$ cat src/rtl/core/cdq_pkg.sv
// Package for the circular deque: codes, field widths and transaction types.
package cdq_pkg;

   localparam int DEPTH_DEF = 8;

   localparam int ACTION_W = 2;
   localparam int VALUE_W  = 32;
   localparam int STATUS_W = 2;
   localparam int OCC_W    = 4;

   localparam logic [ACTION_W-1:0] ACT_PUSH_FRONT = 2'd0;
   localparam logic [ACTION_W-1:0] ACT_PUSH_BACK  = 2'd1;
   localparam logic [ACTION_W-1:0] ACT_POP_FRONT  = 2'd2;
   localparam logic [ACTION_W-1:0] ACT_POP_BACK   = 2'd3;

   localparam logic [STATUS_W-1:0] STAT_OK    = 2'd0;
   localparam logic [STATUS_W-1:0] STAT_FULL  = 2'd1;
   localparam logic [STATUS_W-1:0] STAT_EMPTY = 2'd2;

   typedef struct packed {
      logic [ACTION_W-1:0]       action;
      logic signed [VALUE_W-1:0] push_value;
   } req_type;

   typedef struct packed {
      logic [STATUS_W-1:0]       status;
      logic signed [VALUE_W-1:0] popped_value;
      logic [OCC_W-1:0]          occupancy;
   } rsp_type;

   typedef struct packed {
      logic [STATUS_W-1:0] status;
      logic                pop_ok;
      logic [OCC_W-1:0]    occupancy;
   } meta_type;

endpackage

$ cat src/rtl/core/cdq_ram.sv
// Generic simple dual-port RAM, one write port, one registered read port.
module cdq_ram #(
   parameter int WIDTH = 32,
   parameter int DEPTH = 8
) (
   input  logic                     clock,
   input  logic                     we,
   input  logic [$clog2(DEPTH)-1:0] waddr,
   input  logic [WIDTH-1:0]         wdata,
   input  logic                     re,
   input  logic [$clog2(DEPTH)-1:0] raddr,
   output logic [WIDTH-1:0]         rdata
);

   logic [WIDTH-1:0] mem_ff [DEPTH];
   logic [WIDTH-1:0] rdata_ff;

   always_ff @(posedge clock) begin
      if (we) begin
         mem_ff[waddr] <= wdata;
      end
      if (re) begin
         rdata_ff <= mem_ff[raddr];
      end
   end

   assign rdata = rdata_ff;

endmodule

$ cat src/rtl/core/cdq_engine.sv
// Deque engine: head/tail/count registers, slot RAM access and status decode.
module cdq_engine #(
   parameter int DEPTH = cdq_pkg::DEPTH_DEF
) (
   input  logic                            clock,
   input  logic                            reset,
   input  logic                            start,
   input  cdq_pkg::req_type                req,
   output cdq_pkg::meta_type               meta,
   output logic [cdq_pkg::VALUE_W-1:0]     rdata
);
   import cdq_pkg::*;

   localparam int PW = $clog2(DEPTH);
   localparam int CW = $clog2(DEPTH + 1);
   localparam logic [PW-1:0] LAST = PW'(DEPTH - 1);
   localparam logic [CW-1:0] FULL_CNT = CW'(DEPTH);

   function automatic logic [PW-1:0] wrap_inc(input logic [PW-1:0] i);
      wrap_inc = (i == LAST) ? '0 : i + 1'b1;
   endfunction

   function automatic logic [PW-1:0] wrap_dec(input logic [PW-1:0] i);
      wrap_dec = (i == '0) ? LAST : i - 1'b1;
   endfunction

   logic [PW-1:0] head_ff, head_in;
   logic [PW-1:0] tail_ff, tail_in;
   logic [CW-1:0] count_ff, count_in;
   meta_type      meta_ff, meta_in;

   logic               we, re;
   logic [PW-1:0]      waddr, raddr;
   logic               is_push, is_front, full, empty;

   always_comb begin
      is_push  = (req.action == ACT_PUSH_FRONT) || (req.action == ACT_PUSH_BACK);
      is_front = (req.action == ACT_PUSH_FRONT) || (req.action == ACT_POP_FRONT);
      full     = (count_ff == FULL_CNT);
      empty    = (count_ff == '0);
      head_in  = head_ff;
      tail_in  = tail_ff;
      count_in = count_ff;
      we       = 1'b0;
      re       = 1'b0;
      waddr    = '0;
      raddr    = is_front ? head_ff : tail_ff;
      meta_in.status = STAT_OK;
      meta_in.pop_ok = 1'b0;
      if (is_push) begin
         if (full) begin
            meta_in.status = STAT_FULL;
         end else begin
            we = 1'b1;
            if (empty) begin
               head_in = '0;
               tail_in = '0;
               waddr   = '0;
            end else if (is_front) begin
               head_in = wrap_dec(head_ff);
               waddr   = head_in;
            end else begin
               tail_in = wrap_inc(tail_ff);
               waddr   = tail_in;
            end
            count_in = count_ff + 1'b1;
         end
      end else begin
         if (empty) begin
            meta_in.status = STAT_EMPTY;
         end else begin
            re             = 1'b1;
            meta_in.pop_ok = 1'b1;
            if (is_front) begin
               head_in = wrap_inc(head_ff);
            end else begin
               tail_in = wrap_dec(tail_ff);
            end
            count_in = count_ff - 1'b1;
            if (count_in == '0) begin
               head_in = '0;
               tail_in = '0;
            end
         end
      end
      meta_in.occupancy = OCC_W'(count_in);
   end

   always_ff @(posedge clock) begin
      if (reset) begin
         head_ff  <= '0;
         tail_ff  <= '0;
         count_ff <= '0;
      end else if (start) begin
         head_ff  <= head_in;
         tail_ff  <= tail_in;
         count_ff <= count_in;
      end
   end

   always_ff @(posedge clock) begin
      if (start) begin
         meta_ff <= meta_in;
      end
   end

   cdq_ram #(
      .WIDTH (VALUE_W),
      .DEPTH (DEPTH)
   ) u_slots (
      .clock (clock),
      .we    (start & we),
      .waddr (waddr),
      .wdata (req.push_value),
      .re    (start & re),
      .raddr (raddr),
      .rdata (rdata)
   );

   assign meta = meta_ff;

endmodule

$ cat src/rtl/core/circular_deque.sv
// Circular deque top level: request sequencing and registered response.
// Response path: an accepted request moves IDLE to DATA, and DATA loads the
// registered response once the output is free. Requests are taken only in IDLE,
// so a new request waits until the previous response has been loaded.
// Reset clears head, tail, count and the response valid; slot RAM contents
// are not cleared and are only read after being written.
module circular_deque #(
   parameter int DEPTH = cdq_pkg::DEPTH_DEF
) (
   input  logic             clock,
   input  logic             reset,
   input  logic             req_valid,
   output logic             req_ready,
   input  cdq_pkg::req_type req_payload,
   output logic             rsp_valid,
   input  logic             rsp_ready,
   output cdq_pkg::rsp_type rsp_payload
);
   import cdq_pkg::*;

   localparam logic ST_IDLE = 1'b0;
   localparam logic ST_DATA = 1'b1;

   logic              state_ff, state_in;
   logic              rsp_valid_ff, rsp_valid_in;
   rsp_type           rsp_ff, rsp_in;
   logic              start, out_free;
   meta_type          meta;
   logic [VALUE_W-1:0] rdata;

   assign req_ready = (state_ff == ST_IDLE);
   assign start     = req_valid & req_ready;
   assign out_free  = !rsp_valid_ff || rsp_ready;

   cdq_engine #(
      .DEPTH (DEPTH)
   ) u_engine (
      .clock (clock),
      .reset (reset),
      .start (start),
      .req   (req_payload),
      .meta  (meta),
      .rdata (rdata)
   );

   always_comb begin
      state_in     = state_ff;
      rsp_valid_in = rsp_valid_ff;
      rsp_in       = rsp_ff;
      if (rsp_valid_ff && rsp_ready) begin
         rsp_valid_in = 1'b0;
      end
      case (state_ff)
         ST_IDLE: begin
            if (start) begin
               state_in = ST_DATA;
            end
         end
         ST_DATA: begin
            if (out_free) begin
               rsp_in.status       = meta.status;
               rsp_in.popped_value = meta.pop_ok ? rdata : '0;
               rsp_in.occupancy    = meta.occupancy;
               rsp_valid_in        = 1'b1;
               state_in            = ST_IDLE;
            end
         end
         default: begin
            state_in = ST_IDLE;
         end
      endcase
   end

   always_ff @(posedge clock) begin
      if (reset) begin
         state_ff     <= ST_IDLE;
         rsp_valid_ff <= 1'b0;
      end else begin
         state_ff     <= state_in;
         rsp_valid_ff <= rsp_valid_in;
      end
   end

   always_ff @(posedge clock) begin
      rsp_ff <= rsp_in;
   end

   assign rsp_valid   = rsp_valid_ff;
   assign rsp_payload = rsp_ff;

endmodule
$ cat config.mk
export PLATFORM = sky130hd
export DESIGN_NAME = circular_deque
export DESIGN_NICKNAME = d
export VERILOG_FILES = /design/src/rtl/core/cdq_pkg.sv /design/src/rtl/core/cdq_ram.sv /design/src/rtl/core/cdq_engine.sv /design/src/rtl/core/circular_deque.sv
export SDC_FILE = /design/constraint.sdc
export NUM_CORES = 1
export LEC_CHECK = 0
export BUFFER_PORTS_ARGS = -buffer_cell sky130_fd_sc_hd__buf_2
export CAP_MARGIN = 15
export CORE_MARGIN = 1
export CORE_UTILIZATION = 50
export CTS_BUF_LIST = sky130_fd_sc_hd__clkbuf_4 sky130_fd_sc_hd__clkbuf_8
export DETAILED_ROUTE_END_ITERATION = 10
export GPL_TIMING_DRIVEN = 0
export MAX_ROUTING_LAYER = met4
export PLACE_DENSITY = 0.78
export SETUP_SLACK_MARGIN = 0.2
export SYNTH_ARGS = -nofsm -noshare
export SYNTH_HDL_FRONTEND = slang
export SYNTH_HIERARCHICAL = 1
export SYNTH_SLANG_ARGS = --single-unit
$ cat constraint.sdc
create_clock -name clock -period 7.5 [get_ports clock]
set_input_delay 0.75 -clock clock [delete_from_list [all_inputs] [get_ports clock]]
set_output_delay 0.75 -clock clock [all_outputs]
set_load 0.02 [all_outputs]
==> run metrics <==
Starting Density=51.42%; root buffer cell=clkbuf_8; Core Footprint=26350 um2; initial antenna violation count=2; fillcell total=1840; Register Area=10240 um2; Mapped Nets=701; TritonCTS clock tree=built; Hold Vio Cnt, Final=0; Crit Reg-Reg Startpoint=u_engine/count_ff[0]; Tot GR Track Use=19.53%; top cell type's share of synthesized area=73.79%; ys async rst share=0%; clk sinks=345; MaxCap Viol Count=0; Crit. End Element=flip-flop; number of library cell types mapped by synthesis=53; Die Ht=166.6 um; # setup viols final=0; post-route ant nets=0; Ys Warns=6; Yosys reg bits=345; vias in the first global route=6802; Leak Pwr=5.284 nW; die area=27770 um2; pin count of the biggest net entering global routing=39; Resized cells post-CTS=0; Final nets=847; first-pass GRT wire length=39210 um; Max Clk Rate=0.2878 GHz; Cells after DPL=1076; post-synth top area cell=edfxtp_1; PD cells=272.0 nW/um2; status=finished, violations left; Multi-input gate area=3134 um2; Reg2Reg Depth=8; Hold Path Sink=rsp_valid; # rows=59; Post-Syn Area=13550 um2; dominant synthesized flop cell=edfxtp_1; Vias/cell=5.666; R2R Path End=u_engine/u_slots/mem_ff[4][5]; post-synthesis instance total=651; DP HPWL=15690 um; DRC marker count from the first detailed-route iteration=574; crit path DAT=3.74 ns; RD Place Congestion=0.9046; Routed WL=26020 um; Crit Path Max Fanout=9; DR vias=6669; Max-slew headroom=30.76%; cts bufs inserted=54; cts hold-fix bufs=0; top cells by area, synth=edfxtp_1 (74%), mux4_1 (7.8%), mux4_2 (4.0%); Max IR drop VDD=0.1425 mV; critical path class=flip-flop to flip-flop; setup slack, reg-to-reg=4.03 ns; final worst path period need=3.475 ns; period utilization=46.33%; total gr overflow=0; worst clock skew=0.02551 ns; hold depth=2; drt first pass iters=10; Clock Path Buffers=3; Post-synth top cells=edfxtp_1 (333), mux4_1 (40), and2_1 (33), mux2_2 (33), mux4_2 (24); Hold Crit Start=reset; register area share after synthesis=75.56%; Max H-tree Level=2; Port-buffer cells=75; Clock Latency Late Sink=0.57 ns; DR DRC count=6; postcts setup bufs=0; Die Wd=166.6 um; number of flops mapped to enable cells by yosys=333; Boundary Pins=78; wire per inst=22.11 um; clk slew on worst S/H paths=0.06 ns; Fin Setup TNS=0 ns; RSZ-0062 raised after global routing=false; Hold Path Class=input pin to flip-flop; Avg Inst Size Synth=20.82 um2; final cell count without fillers=1177; ratio of cells with drive above 1 in the final layout=32.14%; failing checks=DRC; Slew @ Worst Pin=1.039 ns; CP Launch Type=flip-flop; Critical Path RT=7.77 ns; top-count cell post-synth=edfxtp_1; Max Transition Viols Final=0; Area Overhead vs Synth=16.22%
[metal layers]
layer | global-route usage (%) | part of all wire, %
met3 | 3.517 | 6.3
met5 | - | 0
met1 | 25.97 | 43
met4 | 5.918 | 1.8
met2 | 31.02 | 49
[power by group]
| part | total (mW) | internal, mW | switching, mW |
|---|---|---|---|
| Combinational | 0.480 | 0.216 | 0.264 |
| Sequential | 2.22 | 2.20 | 0.0250 |
| Clock | 1.58 | 0.881 | 0.697 |
| Total | 4.28 | 3.30 | 0.986 |
[cell type report]
type / instances / area share [%]
diodes: 2 / 0.03178
inverters: 12 / 0.2860
well taps: 335 / 2.661
flip-flops and latches: 345 / 65.01
multi-input cells: 264 / 19.90
clock buffers: 73 / 5.704
plain buffers: 30 / 1.239
clock inverters: 26 / 1.223
repair buffers: 90 / 3.940
[how the worst max path moves through the flow]
| stage | start | end | slack, ns | depth (start not counted) |
|---|---|---|---|---|
| 2_1_floorplan | req_payload[32] | u_engine/u_slots/mem_ff[0][0] | 3.13 | 7 |
| 3_3_place_gp | req_payload[33] | u_engine/u_slots/mem_ff[0][6] | 0.83 | 6 |
| 3_5_place_dp | req_payload[33] | u_engine/u_slots/mem_ff[2][6] | 3.79 | 8 |
| 4_1_cts | u_engine/count_ff[0] | u_engine/u_slots/mem_ff[4][5] | 4.08 | 8 |
| 5_1_grt | u_engine/count_ff[0] | u_engine/u_slots/mem_ff[6][3] | 3.87 | 8 |
| 6_report | u_engine/count_ff[0] | u_engine/u_slots/mem_ff[4][5] | 4.03 | 8 |
[cells by family after synthesis]
| group | share of synthesized area (%) |
|---|---|
| compound gates | 2.724 |
| buf+inv | 1.773 |
| mux | 14.56 |
| flops | 75.56 |
| simple gates | 4.081 |
| fa+ha+maj | 1.108 |
| xor+xnor | 0.1939 |
[worst max-delay path, stage by stage (launching register included)]
cell and delay, ns:
dfxtp_1 0.53, inv_1 0.15, ha_1 0.27, nor2b_1 0.22
a211oi_1 0.44, nand2_1 0.33, nor3_2 0.71, buf_4 0.35
buf_6 0.18
[through the flow]
step,area [um2],util [%],power [mW],hold slack (ns),worst slack (ns)
6_report,15750,59.76,4.283,0.3951,4.025
5_1_grt,15750,59.76,4.441,0.3718,3.869
4_1_cts,15750,59.74,4.322,0.3673,4.077
3_5_place_dp,14650,55.60,2.746,0.4045,3.794
3_3_place_gp,14350,54.44,2.716,0.4006,0.8343
2_1_floorplan,13550,-,2.593,0.4003,3.134
[state kept, by name, indices dropped and copies added, names as in the netlist]
| register | flops |
|---|---|
| rsp_valid | 1 |
| state_ff | 1 |
| u_engine/tail_ff | 3 |
| u_engine/meta | 7 |
| rsp_payload | 38 |
| u_engine/u_slots/mem_ff | 256 |
| u_engine/head_ff | 3 |
| u_engine/u_slots/rdata | 32 |
| u_engine/count_ff | 4 |
[cell usage in the layout (no fill, tap or decap), types with 3 or more instances in the layout]
cell type / n
clkinv_1: 15
ha_1: 12
buf_12: 4
clkbuf_1: 4
clkinv_2: 6
edfxtp_1: 333
and2_1: 33
buf_2: 86
a21oi_1: 11
bufinv_16: 3
nor2_4: 7
mux4_2: 24
nand2b_1: 8
o21ai_0: 7
a211oi_1: 4
buf_6: 14
dfxtp_1: 12
nor3_1: 11
buf_1: 6
o211ai_1: 3
clkbuf_8: 56
mux2_2: 33
nor2_1: 9
nand2_1: 15
clkbuf_4: 17
mux4_1: 40
buf_16: 3
inv_1: 12
a31oi_1: 6
Power figures use the tool's default switching activity.
